## config.mk

```make
export PLATFORM = sky130hd
export DESIGN_NAME = char_lcd_nibble_sequencer_core
export DESIGN_NICKNAME = d
export VERILOG_FILES = /design/src/rtl/core/clns_pkg.sv /design/src/rtl/core/clns_front.sv /design/src/rtl/core/clns_fifo.sv /design/src/rtl/core/clns_back.sv /design/src/rtl/core/char_lcd_nibble_sequencer_core.sv
export VERILOG_INCLUDE_DIRS = /design/src /design/src/rtl/core
export SDC_FILE = /design/constraint.sdc
export NUM_CORES = 1
export LEC_CHECK = 0
export BUFFER_PORTS_ARGS = -buffer_cell sky130_fd_sc_hd__clkbuf_2
export CAP_MARGIN = 20
export CORE_ASPECT_RATIO = 0.6
export CORE_UTILIZATION = 50
export DETAILED_ROUTE_END_ITERATION = 10
export PLACE_DENSITY = 0.71
export SLEW_MARGIN = 5
export SYNTH_ARGS = -nofsm -noshare
export SYNTH_HDL_FRONTEND = slang
export SYNTH_SLANG_ARGS = --single-unit
export TNS_END_PERCENT = 100
```

## constraint.sdc

```tcl
create_clock -name clk_i -period 3.6 [get_ports clk_i]
set_input_delay 0.36 -clock clk_i [delete_from_list [all_inputs] [get_ports clk_i]]
set_output_delay 0.36 -clock clk_i [all_outputs]
set_load 0.005 [all_outputs]
```

## src/rtl/core/char_lcd_nibble_sequencer_core_assert.svh

```systemverilog
// Assertion macros shared by the LCD nibble sequencer modules.
// Each user module must provide clk_i and rst_ni.
`ifndef CHAR_LCD_NIBBLE_SEQUENCER_CORE_ASSERT_SVH
`define CHAR_LCD_NIBBLE_SEQUENCER_CORE_ASSERT_SVH

// Checked only while out of reset.
`define CLNS_ASSERT(lbl, prop, msg) \
  lbl: assert property (@(posedge clk_i) disable iff (!rst_ni) (prop)) else $error(msg);

// Checked at every edge, reset included.
`define CLNS_ASSERT_ALWAYS(lbl, prop, msg) \
  lbl: assert property (@(posedge clk_i) (prop)) else $error(msg);

`endif

```

## src/rtl/core/clns_pkg.sv

```systemverilog
// Types, codes and constant tables for the LCD nibble sequencer.
// No dependencies.
package clns_pkg;

  localparam int unsigned HoldW     = 17;
  localparam int unsigned FifoDepth = 4;

  localparam logic [1:0] KIND_CMD   = 2'd0;
  localparam logic [1:0] KIND_CHAR  = 2'd1;
  localparam logic [1:0] KIND_INIT  = 2'd2;
  localparam logic [1:0] KIND_START = 2'd3;

  localparam logic [0:0] CFG_LINE_LENGTH = 1'b0;
  localparam logic [0:0] CFG_CHAR_WAIT   = 1'b1;

  localparam logic [7:0] CMD_FUNC_SET  = 8'h28;
  localparam logic [7:0] CMD_DISP_OFF  = 8'h08;
  localparam logic [7:0] CMD_CLEAR     = 8'h01;
  localparam logic [7:0] CMD_ENTRY     = 8'h06;
  localparam logic [7:0] CMD_DISP_ON   = 8'h0F;
  localparam logic [7:0] CMD_LINE_ONE  = 8'h80;
  localparam logic [7:0] CMD_HOME      = 8'h02;
  localparam logic [7:0] CMD_LINE_TWO  = 8'hC0;

  localparam logic [HoldW-1:0] WAIT_POWER_UP = 17'd70000;
  localparam logic [HoldW-1:0] WAIT_LONG     = 17'd20000;
  localparam logic [HoldW-1:0] WAIT_SHORT    = 17'd700;
  localparam logic [HoldW-1:0] WAIT_WRAP     = 17'd400;
  localparam logic [HoldW-1:0] WAIT_STRING   = 17'd100000;
  localparam logic [HoldW-1:0] HOLD_EN_HIGH  = 17'd5;
  localparam logic [HoldW-1:0] HOLD_EN_LOW   = 17'd2;
  localparam logic [HoldW-1:0] HOLD_CLEARED  = 17'd30;

  localparam logic [5:0] LINE_NO_WRAP  = 6'd63;
  localparam logic [5:0] RESET_LINE    = 6'd16;
  localparam logic [15:0] RESET_CHAR_W = 16'd500;

  localparam logic [2:0] PHASE_FIRST = 3'd0;
  localparam logic [2:0] PHASE_FOLD  = 3'd5;
  localparam logic [2:0] PHASE_WAIT  = 3'd6;

  // One byte transfer (or the idle pause) for the back end.
  typedef struct packed {
    logic             rs;
    logic [7:0]       byte_val;
    logic [HoldW-1:0] wait_len;
    logic             fold;
    logic             idle;
    logic             last;
  } job_t;

  typedef struct packed {
    logic             rs;
    logic             en;
    logic [3:0]       nibble;
    logic [HoldW-1:0] hold;
    logic             last;
  } phase_t;

  function automatic logic [7:0] init_byte(input logic [3:0] idx);
    logic [7:0] b;
    case (idx)
      4'd0, 4'd1, 4'd2: b = CMD_FUNC_SET;
      4'd3:             b = CMD_DISP_OFF;
      4'd4:             b = CMD_CLEAR;
      4'd5:             b = CMD_ENTRY;
      4'd6:             b = CMD_DISP_ON;
      4'd7:             b = CMD_LINE_ONE;
      default:          b = CMD_HOME;
    endcase
    return b;
  endfunction

  function automatic logic [HoldW-1:0] init_wait(input logic [3:0] idx);
    logic [HoldW-1:0] w;
    case (idx)
      4'd0, 4'd1, 4'd2: w = WAIT_POWER_UP;
      4'd3, 4'd5, 4'd7: w = WAIT_SHORT;
      default:          w = WAIT_LONG;
    endcase
    return w;
  endfunction

  function automatic logic [3:0] last_step(input logic [1:0] kind);
    logic [3:0] s;
    case (kind)
      KIND_CMD:   s = 4'd0;
      KIND_CHAR:  s = 4'd1;
      KIND_INIT:  s = 4'd8;
      KIND_START: s = 4'd3;
      default:    s = 4'd0;
    endcase
    return s;
  endfunction

endpackage

```

## src/rtl/core/clns_front.sv

```systemverilog
// Front end: accepts request words, keeps the column count and the
// configuration, and breaks each request into byte jobs. Uses clns_pkg.
module clns_front import clns_pkg::*; (
  input  logic        clk_i,
  input  logic        rst_ni,
  input  logic        cfg_we_i,
  input  logic [1:0]  cfg_idx_i,
  input  logic [15:0] cfg_data_i,
  input  logic        in_valid_i,
  output logic        in_ready_o,
  input  logic [1:0]  in_kind_i,
  input  logic [7:0]  in_byte_i,
  input  logic [HoldW-1:0] in_wait_i,
  output logic        push_o,
  output job_t        job_o,
  input  logic        full_i
);

  logic [5:0]       line_len_q;
  logic [15:0]      char_wait_q;
  logic [5:0]       col_q, col_d;
  logic             busy_q, busy_d;
  logic [3:0]       step_q, step_d;
  logic [1:0]       kind_q;
  logic [7:0]       byte_q;
  logic [HoldW-1:0] wait_q;
  logic             accept, wrap, done;

  always_ff @(posedge clk_i or negedge rst_ni) begin
    if (!rst_ni) begin
      line_len_q  <= RESET_LINE;
      char_wait_q <= RESET_CHAR_W;
    end else if (cfg_we_i && cfg_idx_i[1] == 1'b0) begin
      if (cfg_idx_i[0] == CFG_LINE_LENGTH) begin
        line_len_q <= cfg_data_i[5:0];
      end else begin
        char_wait_q <= cfg_data_i;
      end
    end
  end

  assign push_o     = busy_q && !full_i;
  assign done       = push_o && (step_q == last_step(kind_q));
  assign in_ready_o = !busy_q || done;
  assign accept     = in_valid_i && in_ready_o;
  assign wrap       = (col_q == line_len_q) && (line_len_q != LINE_NO_WRAP);

  always_comb begin
    col_d  = col_q;
    busy_d = busy_q;
    step_d = step_q;
    if (push_o) begin
      step_d = step_q + 4'd1;
    end
    if (done) begin
      busy_d = 1'b0;
    end
    if (accept) begin
      busy_d = 1'b1;
      step_d = 4'd0;
      if (in_kind_i == KIND_CHAR) begin
        step_d = wrap ? 4'd0 : 4'd1;
        if (col_q != LINE_NO_WRAP) begin
          col_d = col_q + 6'd1;
        end
      end else if (in_kind_i == KIND_START) begin
        col_d = 6'd0;
      end
    end
  end

  always_ff @(posedge clk_i or negedge rst_ni) begin
    if (!rst_ni) begin
      col_q  <= 6'd0;
      busy_q <= 1'b0;
      step_q <= 4'd0;
    end else begin
      col_q  <= col_d;
      busy_q <= busy_d;
      step_q <= step_d;
    end
  end

  always_ff @(posedge clk_i) begin
    if (accept) begin
      kind_q <= in_kind_i;
      byte_q <= in_byte_i;
      wait_q <= in_wait_i;
    end
  end

  always_comb begin
    job_o          = '0;
    job_o.last     = (step_q == last_step(kind_q));
    case (kind_q)
      KIND_CMD: begin
        job_o.byte_val = byte_q;
        job_o.wait_len = wait_q;
      end
      KIND_CHAR: begin
        if (step_q == 4'd0) begin
          job_o.byte_val = CMD_LINE_TWO;
          job_o.wait_len = WAIT_WRAP;
        end else begin
          job_o.rs       = 1'b1;
          job_o.byte_val = byte_q;
          job_o.wait_len = {1'b0, char_wait_q};
        end
      end
      KIND_INIT: begin
        job_o.byte_val = init_byte(step_q);
        job_o.wait_len = init_wait(step_q);
        job_o.fold     = 1'b1;
      end
      KIND_START: begin
        case (step_q)
          4'd0: begin
            job_o.byte_val = CMD_CLEAR;
            job_o.wait_len = WAIT_LONG;
          end
          4'd1: begin
            job_o.byte_val = CMD_LINE_ONE;
            job_o.wait_len = WAIT_SHORT;
          end
          4'd2: begin
            job_o.byte_val = CMD_HOME;
            job_o.wait_len = WAIT_LONG;
          end
          default: begin
            job_o.wait_len = WAIT_STRING;
            job_o.idle     = 1'b1;
          end
        endcase
      end
      default: job_o = '0;
    endcase
  end

`include "char_lcd_nibble_sequencer_core_assert.svh"

  `CLNS_ASSERT(a_step_in_range, busy_q |-> (step_q <= last_step(kind_q)), "front step overran its request")

endmodule

```

## src/rtl/core/clns_fifo.sv

```systemverilog
// Short job queue between the front and back ends.
// Uses clns_pkg for the job type.
module clns_fifo import clns_pkg::*; #(
  parameter int unsigned DEPTH = FifoDepth
) (
  input  logic clk_i,
  input  logic rst_ni,
  input  logic push_i,
  input  job_t push_data_i,
  output logic full_o,
  input  logic pop_i,
  output job_t pop_data_o,
  output logic empty_o
);

  localparam int unsigned PtrW = (DEPTH > 1) ? $clog2(DEPTH) : 1;
  localparam int unsigned CntW = $clog2(DEPTH + 1);

  job_t            mem_q [DEPTH];
  logic [PtrW-1:0] wr_ptr_q, rd_ptr_q;
  logic [CntW-1:0] count_q;

  assign full_o     = (count_q == CntW'(DEPTH));
  assign empty_o    = (count_q == '0);
  assign pop_data_o = mem_q[rd_ptr_q];

  always_ff @(posedge clk_i) begin
    if (push_i) begin
      mem_q[wr_ptr_q] <= push_data_i;
    end
  end

  always_ff @(posedge clk_i or negedge rst_ni) begin
    if (!rst_ni) begin
      wr_ptr_q <= '0;
      rd_ptr_q <= '0;
      count_q  <= '0;
    end else begin
      if (push_i) begin
        wr_ptr_q <= (wr_ptr_q == PtrW'(DEPTH - 1)) ? '0 : wr_ptr_q + PtrW'(1);
      end
      if (pop_i) begin
        rd_ptr_q <= (rd_ptr_q == PtrW'(DEPTH - 1)) ? '0 : rd_ptr_q + PtrW'(1);
      end
      if (push_i && !pop_i) begin
        count_q <= count_q + CntW'(1);
      end else if (pop_i && !push_i) begin
        count_q <= count_q - CntW'(1);
      end
    end
  end

`include "char_lcd_nibble_sequencer_core_assert.svh"

  `CLNS_ASSERT(a_no_overflow, !(push_i && full_o), "push into a full job queue")
  `CLNS_ASSERT(a_no_underflow, !(pop_i && empty_o), "pop from an empty job queue")

endmodule

```

## src/rtl/core/clns_back.sv

```systemverilog
// Back end: expands each byte job into pin phases, one per cycle unless
// out_ready_i stalls, into a registered output word. Uses clns_pkg.
module clns_back import clns_pkg::*; (
  input  logic   clk_i,
  input  logic   rst_ni,
  input  job_t   job_i,
  input  logic   empty_i,
  output logic   pop_o,
  output logic   out_valid_o,
  input  logic   out_ready_i,
  output phase_t out_o
);

  job_t   job_q;
  logic   job_valid_q, job_valid_d;
  logic [2:0] phase_q, phase_d;
  logic   out_valid_q, out_valid_d;
  phase_t out_q, out_d;
  logic   adv, final_ph;

  assign adv      = job_valid_q && (!out_valid_q || out_ready_i);
  assign final_ph = job_q.fold ? (phase_q == PHASE_FOLD) : (phase_q == PHASE_WAIT);
  assign pop_o    = !empty_i && (!job_valid_q || (adv && final_ph));

  always_comb begin
    out_d      = '0;
    out_d.rs   = job_q.rs;
    out_d.last = job_q.last && final_ph;
    case (phase_q)
      3'd0: begin
        out_d.en     = 1'b1;
        out_d.nibble = job_q.byte_val[7:4];
        out_d.hold   = HOLD_EN_HIGH;
      end
      3'd1: begin
        out_d.nibble = job_q.byte_val[7:4];
        out_d.hold   = HOLD_EN_LOW;
      end
      3'd2: out_d.hold = HOLD_CLEARED;
      3'd3: begin
        out_d.en     = 1'b1;
        out_d.nibble = job_q.byte_val[3:0];
        out_d.hold   = HOLD_EN_HIGH;
      end
      3'd4: begin
        out_d.nibble = job_q.byte_val[3:0];
        out_d.hold   = HOLD_EN_LOW;
      end
      3'd5: begin
        out_d.rs   = 1'b0;
        out_d.hold = job_q.fold ? HOLD_CLEARED + job_q.wait_len : HOLD_CLEARED;
      end
      default: begin
        out_d.rs   = 1'b0;
        out_d.hold = job_q.wait_len;
      end
    endcase
  end

  always_comb begin
    job_valid_d = job_valid_q;
    phase_d     = phase_q;
    out_valid_d = out_valid_q;
    if (out_ready_i) begin
      out_valid_d = 1'b0;
    end
    if (adv) begin
      out_valid_d = 1'b1;
      phase_d     = phase_q + 3'd1;
      if (final_ph) begin
        job_valid_d = 1'b0;
      end
    end
    if (pop_o) begin
      job_valid_d = 1'b1;
      phase_d     = job_i.idle ? PHASE_WAIT : PHASE_FIRST;
    end
  end

  always_ff @(posedge clk_i or negedge rst_ni) begin
    if (!rst_ni) begin
      job_valid_q <= 1'b0;
      phase_q     <= PHASE_FIRST;
      out_valid_q <= 1'b0;
    end else begin
      job_valid_q <= job_valid_d;
      phase_q     <= phase_d;
      out_valid_q <= out_valid_d;
    end
  end

  always_ff @(posedge clk_i) begin
    if (pop_o) begin
      job_q <= job_i;
    end
    if (adv) begin
      out_q <= out_d;
    end
  end

  assign out_valid_o = out_valid_q;
  assign out_o       = out_q;

`include "char_lcd_nibble_sequencer_core_assert.svh"

  `CLNS_ASSERT(a_phase_in_range, job_valid_q |-> (phase_q <= PHASE_WAIT && !(job_q.fold && phase_q == PHASE_WAIT)), "phase counter ran past the end of its job")

endmodule

```

## src/rtl/core/char_lcd_nibble_sequencer_core.sv

```systemverilog
// Channel  | dir | tdata (low bit up)                  | tuser      | tlast
// s_axis   | in  | byte_value[7:0], wait_after[24:8]   | kind[1:0]  | -
// m_axis   | out | enable[0], data_nibble[4:1],        | reg_select | last
//          |     | hold_time[21:5]                     |            |
// One pin phase leaves per cycle while jobs wait and m_axis_tready is high,
// paced by the back end's phase counter; a wrap puts a line-two job first.
// The front end takes a new word while the back end still drains earlier jobs.
// A low m_axis_tready freezes the output word; the front keeps going until
// the job queue fills. Reset restores the register defaults and a zero column.
// Top level of the LCD nibble sequencer; uses clns_pkg, clns_front,
// clns_fifo and clns_back.
module char_lcd_nibble_sequencer_core import clns_pkg::*; #(
  parameter int unsigned FIFO_DEPTH = FifoDepth
) (
  input  logic        clk_i,
  input  logic        rst_ni,
  input  logic        cfg_we_i,
  input  logic [1:0]  cfg_idx_i,
  input  logic [15:0] cfg_data_i,
  input  logic        s_axis_tvalid,
  output logic        s_axis_tready,
  input  logic [31:0] s_axis_tdata,  // byte_value, wait_after, zero pad
  input  logic [1:0]  s_axis_tuser,  // kind
  output logic        m_axis_tvalid,
  input  logic        m_axis_tready,
  output logic [23:0] m_axis_tdata,  // enable, data_nibble, hold_time, zero pad
  output logic        m_axis_tuser,  // reg_select
  output logic        m_axis_tlast
);

  logic   push, full, pop, empty;
  job_t   push_job, pop_job;
  phase_t ph;

  clns_front u_front (
    .clk_i      (clk_i),
    .rst_ni     (rst_ni),
    .cfg_we_i   (cfg_we_i),
    .cfg_idx_i  (cfg_idx_i),
    .cfg_data_i (cfg_data_i),
    .in_valid_i (s_axis_tvalid),
    .in_ready_o (s_axis_tready),
    .in_kind_i  (s_axis_tuser),
    .in_byte_i  (s_axis_tdata[7:0]),
    .in_wait_i  (s_axis_tdata[24:8]),
    .push_o     (push),
    .job_o      (push_job),
    .full_i     (full)
  );

  clns_fifo #(
    .DEPTH (FIFO_DEPTH)
  ) u_fifo (
    .clk_i       (clk_i),
    .rst_ni      (rst_ni),
    .push_i      (push),
    .push_data_i (push_job),
    .full_o      (full),
    .pop_i       (pop),
    .pop_data_o  (pop_job),
    .empty_o     (empty)
  );

  clns_back u_back (
    .clk_i       (clk_i),
    .rst_ni      (rst_ni),
    .job_i       (pop_job),
    .empty_i     (empty),
    .pop_o       (pop),
    .out_valid_o (m_axis_tvalid),
    .out_ready_i (m_axis_tready),
    .out_o       (ph)
  );

  assign m_axis_tdata = {2'b00, ph.hold, ph.nibble, ph.en};
  assign m_axis_tuser = ph.rs;
  assign m_axis_tlast = ph.last;

endmodule
```

### Word level (Yosys, flattened, before mapping)

Memory sizes are Yosys's and may differ from the RTL's.
Cells that the tools add are included.

* register bits after elaboration: 124
* memories: 2
* input bits: 57
* memory bits (read-only): 48
* output and inout port bits: 28
* RAM bits: 116

Memory list
* u_fifo.mem_q: words 4, bits a word 29, rd ports 1, clocked after Yosys merged registers in 0, write ports 1, RTL line clns_fifo.sv:19 `job_t mem_q [DEPTH];`
* (no name shown): words 8, bits a word 6, rd ports 1, clocked after Yosys merged registers in 0, write ports 0, RTL line clns_pkg.sv:62 `case (idx)`

* bitwise gates (word level): 2
* multiplexer cells: 40
* $add $sub $neg: 8
* reductions and logical operators: 44
* equality and inequality tests: 24

Operator list (number)
* case mux 25 bit (4 select lines): 1
* case mux 17 bit (2 select lines): 2
* case mux 17 bit (4 select lines): 1
* 2-to-1 mux 25 bit: 1
* case mux 8 bit (3 select lines): 1
* 2-to-1 mux 6 bit: 3
* adder 5 x 17 -> 17 bit, first input constant: 1
* 2-to-1 mux 1 bit: 17
* 2-to-1 mux 17 bit: 1
* case mux 4 bit (4 select lines): 1
* 2-to-1 mux 3 bit: 5
* nonzero test 2 bit: 7
* == test 3 bit, second input constant: 4
* 2-to-1 mux 4 bit: 3
* != test 6 bit, second input constant: 2
* logical AND 1 bit: 11
* == test 2 bit, second input constant: 5
* OR reduction 2 bit: 5
* == test 4 x 2 -> 1 bit, second input constant: 2
* == test 4 x 3 -> 1 bit, second input constant: 2
* 2-to-1 mux 8 bit: 1
* case mux 4 bit (2 select lines): 1
* zero test 1 bit: 7
* adder 3 x 1 -> 3 bit, second input constant: 2
* 21 further kinds: 32

### Depth between registers and ports, before layout

* word-level depth: 9
* mapped depth: 13
* mapped depth without buffers: 12

### Hierarchy

From an unflattened synthesis, not the netlist that was laid out.

* cells, all modules: 650
* area total of the unflattened synthesis: 10144.7 um2

By module, submodules not included
* clns_fifo: sequential area each 3658.5 um2, area each 4600.7 um2, times used 1, cells an instance 188
* clns_front: sequential area each 1645.3 um2, area each 3004.1 um2, times used 1, cells an instance 259
* clns_back: sequential area each 1686.6 um2, area each 2521.2 um2, times used 1, cells an instance 200
* char_lcd_nibble_sequencer_core: sequential area each 0.0 um2, area each 18.8 um2, times used 1, cells an instance 3

### Worst setup path after synthesis

OpenSTA, ideal clock, no wires.

* path type: flip-flop to flip-flop
* from: reg u_back.phase_q[1]
* to: reg u_fifo.count_q[1]
* cell stages (with the launch flop): 12
* data required time: 3475 ps
* path slack: 285 ps
* arrival time: 3190 ps
* cell sequence: dfrtp_1 > inv_1 > ha_1 > clkbuf_1 > mux2_2 > nand3_1 > a21oi_2 > inv_1 > ha_1 > inv_1 > fa_1 > mux2_2

* longest elaborated chain between the ends: 8

Ends and longest elaborated chain
* from (decl): RTL line clns_back.sv:16 `logic [2:0] phase_q, phase_d;`
* from (signal assigned): RTL line clns_back.sv:87 `phase_q <= phase_d;`
* == test 3 bit: RTL line clns_back.sv:22 `assign final_ph = job_q.fold ? (phase_q == PHASE_FOLD) : (phase_q == PHASE_WAIT);`
* 2-to-1 mux 1 bit *: RTL line clns_back.sv:22
* logical AND 1 bit *: RTL line clns_back.sv:23 `assign pop_o = !empty_i && (!job_valid_q || (adv && final_ph));`
* logical OR 1 bit *: RTL line clns_back.sv:23
* logical AND 1 bit *: RTL line clns_back.sv:23
* via pop: RTL line char_lcd_nibble_sequencer_core.sv:31 `logic push, full, pop, empty;`
* zero test 1 bit: RTL line clns_fifo.sv:45 `if (push_i && !pop_i) begin`
* logical AND 1 bit: RTL line clns_fifo.sv:45
* 2-to-1 mux 3 bit or nonzero test 2 bit (tied branches)
* to (signal assigned): RTL line clns_fifo.sv:46 `count_q <= count_q + CntW'(1);`
* to (signal assigned): RTL line clns_fifo.sv:48 `count_q <= count_q - CntW'(1);`
* to (decl): RTL line clns_fifo.sv:21 `logic [CntW-1:0] count_q;`

The timed path passes the listed nets; every way through them passes the cells marked *.
A chain may end at the register's enable or synchronous reset.

### Worst setup path in the final report

* from: reg u_front.kind_q[1]
* to: out s_axis_tready

* longest elaborated chain between the ends: 5

Ends and longest elaborated chain
* from (decl): RTL line clns_front.sv:24 `logic [1:0] kind_q;`
* from (signal assigned): RTL line clns_front.sv:86 `kind_q <= in_kind_i;`
* == test 2 bit (tied with other cells): RTL line clns_pkg.sv:86 `case (kind)`
* case mux 4 bit (4 select lines) *: RTL line clns_pkg.sv:86
* == test 4 bit *: RTL line clns_front.sv:43 `assign done = push_o && (step_q == last_step(kind_q));`
* logical AND 1 bit *: RTL line clns_front.sv:43
* logical OR 1 bit *: RTL line clns_front.sv:44 `assign in_ready_o = !busy_q || done;`
* to (decl): RTL line char_lcd_nibble_sequencer_core.sv:21 `output logic s_axis_tready,`

Mark *: on every way between the ends. The rest lies on a longest branch, timed or not. The select of a mux whose other input is x is not followed.

==> reports/qor.csv <==
stage,metric,value,unit
floorplan,die_h,112,um
cells_and_area,layout-drive-gt1-share,25.6,%
timing,worst_slack,0.396,ns
yosys,synth.top_cell.area_share,58.3,%
run_status,outcome,finished clean,
yosys,ys_ff_latch,240,
yosys,seq_area_frac_synth,69.6,%
power,switchingPower,3.19,mW
cts,ctsHoldBuffers,1,
timing,whs,0.0269,ns
cts,post_cts_resized,0,
cells_and_area,fin_cells,1016,
cts,cts-buffers-inserted,22,
grt,grt_overflow_total,0,
floorplan,rows,39,
worst_setup_path,path_max_fanout,24,
power,power.leakage,4.24,nW
grt,grt_max_degree,46,
floorplan,die_area,20700,um^2
cts,htreeDepth,1,
cts,clock_sinks,240,
placement,port_buffers,75,
placement,placed_area,10700,um^2
floorplan,core-area,19400,um^2
placement,hpwl,13100,um
placement,dp_cells,975,
power,power.share.combinational,28.9,%
worst_setup_path,crit_path_end_kind,output pin,
route,route.detailed.drc,0,
grt,grt_pass1_vias,5690,
yosys,synth_top_flop_cell,edfxtp_1,
worst_setup_path,ff2ff_path_depth,5,
route,drtIter0Drc,502,
cells_and_area,syn2layout_area_growth,14.3,%
yosys,yosysTopAreaCell,edfxtp_1,
yosys,synth-edff-count,195,
power,totalPowerFinal,10.2,mW
placement,place.gp.congestion,0.878,
cells_and_area,antenna_cells,0,
worst_setup_path,worstPathRequired,3.24,ns
grt,grt_pass1_wl,31200,um
power,swShare,31.4,%
cts,cts_root_buf,clkbuf_16,
yosys,yosys-top-cells-area,"edfxtp_1 (58%), dfrtp_1 (9.5%), mux4_2 (6.5%)",
timing,grt_setup_unrepaired,false,
timing,worst_clock_skew,0.00825,ns
timing,setup-tns-final,0,ns
grt,antenna_found_initial,0,
yosys,synthArstFlopShare,18.8,%
timing,fmax,312,MHz
timing,worst_slew_pin_slew,0.887,ns
hold_path,hp-class,input port to register,
floorplan,die_x,185,um
cts,clkTransAtPathRegs,0.06,ns
route,wl_per_cell,19.2,um
power,p_clk_share,23.4,%
cells_and_area,final_cell_area,11500,um^2
timing,min_period_over_period,89.0,%
worst_setup_path,worstSetupPathType,register to output pin,
route,drt_first_pass_iters,5,
route,via_count,5798,
yosys,synth_cell_type_count,61,
timing,period_needed,3.20,ns
route,ant_nets,0,
grt,grtUsageTotal,19.8,%
yosys,synth_area,10000,um^2
cts,clkLatencyLatePin,0.51,ns
route,via_per_inst,5.71,
yosys,syn_avg_cell_area,15.6,um^2
power,internal-power,6.98,mW
placement,dp_slack,0.862,ns
power,power.density,885,nW/um^2
timing,setup_viol,0,
yosys,yosys_warnings,0,
cts,cts_tree,built,
run,drv_cap,0,
cells_and_area,post-route-util,59.3,%
route,wirelength,19500,um
hold_path,hold-path-cell-count,1,
cts,postCtsSetupBuffers,0,
power,vdd_ir_drop_max,347,uV
floorplan,pin_count,85,
cts,cts_buffer_depth,3,
cells_and_area,final_nets,811,
worst_setup_path,cp-start-kind,register,
timing,relSlewSlack,40.7,%
floorplan,start_util,51.9,%
timing,drv_slew,0,
yosys,netlist_instances,646,
timing,finalHoldViolCount,0,
worst_setup_path,crit_arrival,2.84,ns
power,pwr-share-seq,47.7,%
==> final timing paths <==
check / start / slack (ns) / to
worst max-delay path: u_front.kind_q[1] / 0.40 / s_axis_tready
worst min-delay path: s_axis_tdata[20] / 0.03 / u_front.wait_q[12]
worst max register to register: u_front.kind_q[1] / 0.85 / u_front.col_q[1]
worst min register to register: u_fifo.count_q[2] / 0.51 / u_fifo.count_q[2]
max in group asynchronous: rst_ni / 2.65 / u_fifo.rd_ptr_q[0]
min in group asynchronous: rst_ni / 0.50 / u_front.line_len_q[0]
==> logic make-up after synthesis <==
logic type,share of synthesized area [%]
AOI/OAI and AO/OA,7.20
xor gates and xnor gates,1.31
adders and majority gates,2.57
buffers and inverters,2.03
DFF,69.6
muxes,9.95
other,0.0373
and+or+nand+nor,7.33
==> Yosys cell counts, types with 5 or more instances <==
master / instances
and2_1: 8
a21oi_1: 28
nand4_1: 9
xor2_1: 7
dfrtp_1: 38
xnor2_1: 8
ha_1: 19
mux4_2: 29
nand2_1: 36
o21ai_0: 36
dfstp_2: 7
mux2_2: 27
nor2_1: 45
a31oi_1: 9
edfxtp_1: 195
a22o_1: 5
a22oi_1: 7
inv_1: 26
nand3_1: 9
nor2b_1: 6
clkbuf_1: 16
nand2b_1: 9
==> routing by layer <==
layer,global-route usage [%],up-vias,share of wire [%]
met3,3.96,37,7.1
li1,-,2659,-
met5,0,-,0
met4,5.29,0,2.0
met2,27.7,255,42
met1,31.3,2847,49
==> flip-flops by register name, indices dropped and copies added (netlist names), 6 cells and up <==
| name | cells |
|---|---|
| u_front.char_wait_q | 16 |
| u_front.byte_q | 8 |
| u_front.line_len_q | 6 |
| u_fifo.mem_q | 116 |
| u_back.out_o | 24 |
| u_back.job_q | 28 |
| u_front.wait_q | 17 |
| u_front.col_q | 6 |
==> critical path, stage by stage (launching register included) <==
cell      delay [ns]
edfxtp_1        0.87
inv_1           0.26
nor2_1          0.46
a41oi_1         0.23
o31ai_1         0.33
clkbuf_2        0.18
==> power by group through the flow <==
| stage | registers, mW | clock network [mW] | logic (mW) |
|---|---|---|---|
| 6_report | 4.85 | 2.38 | 2.94 |
| 5_1_grt | 4.95 | 2.54 | 3.25 |
| 4_1_cts | 4.85 | 2.43 | 2.96 |
| 3_5_place_dp | 4.90 | 0 | 2.94 |
| 3_3_place_gp | 4.82 | 0 | 2.82 |
| 2_1_floorplan | 4.70 | 0 | 2.09 |
==> cell type report <==
cell class / count / area, um^2
fill: 1463 / 7890
timing repair buffer: 86 / 460
inverter: 26 / 97.6
clock buffer: 26 / 587
tap: 266 / 333
clock inverter: 14 / 154
multi-input combinational: 358 / 2860
sequential: 240 / 6990
==> cell usage in the layout (no fill, tap or decap), types with 3 or more instances in the layout <==
| master | instances |
|---|---|
| edfxtp_1 | 195 |
| clkbuf_2 | 75 |
| nor2_1 | 45 |
| dfrtp_1 | 37 |
| nand2_1 | 36 |
| o21ai_0 | 36 |
| mux4_2 | 29 |
| a21oi_1 | 28 |
| mux2_2 | 27 |
| inv_1 | 26 |
| clkbuf_16 | 23 |
| ha_1 | 19 |
| buf_4 | 10 |
| nand2b_1 | 9 |
| nand3_1 | 9 |
| nand4_1 | 9 |
| a31oi_1 | 9 |
| and2_1 | 8 |
| xnor2_1 | 8 |
| a22oi_1 | 7 |
| xor2_1 | 7 |
| dfstp_2 | 7 |
| nor2b_1 | 6 |
| a22o_1 | 5 |
| nor3_1 | 4 |
| nor4_1 | 4 |
| and3_1 | 4 |
| o31ai_1 | 4 |
| clkinv_2 | 4 |
| o211ai_1 | 3 |
| nand3b_1 | 3 |
| nor3b_1 | 3 |
| bufinv_16 | 3 |
| clkinv_1 | 3 |
| clkbuf_1 | 3 |
(Power assumes the default switching activity.)
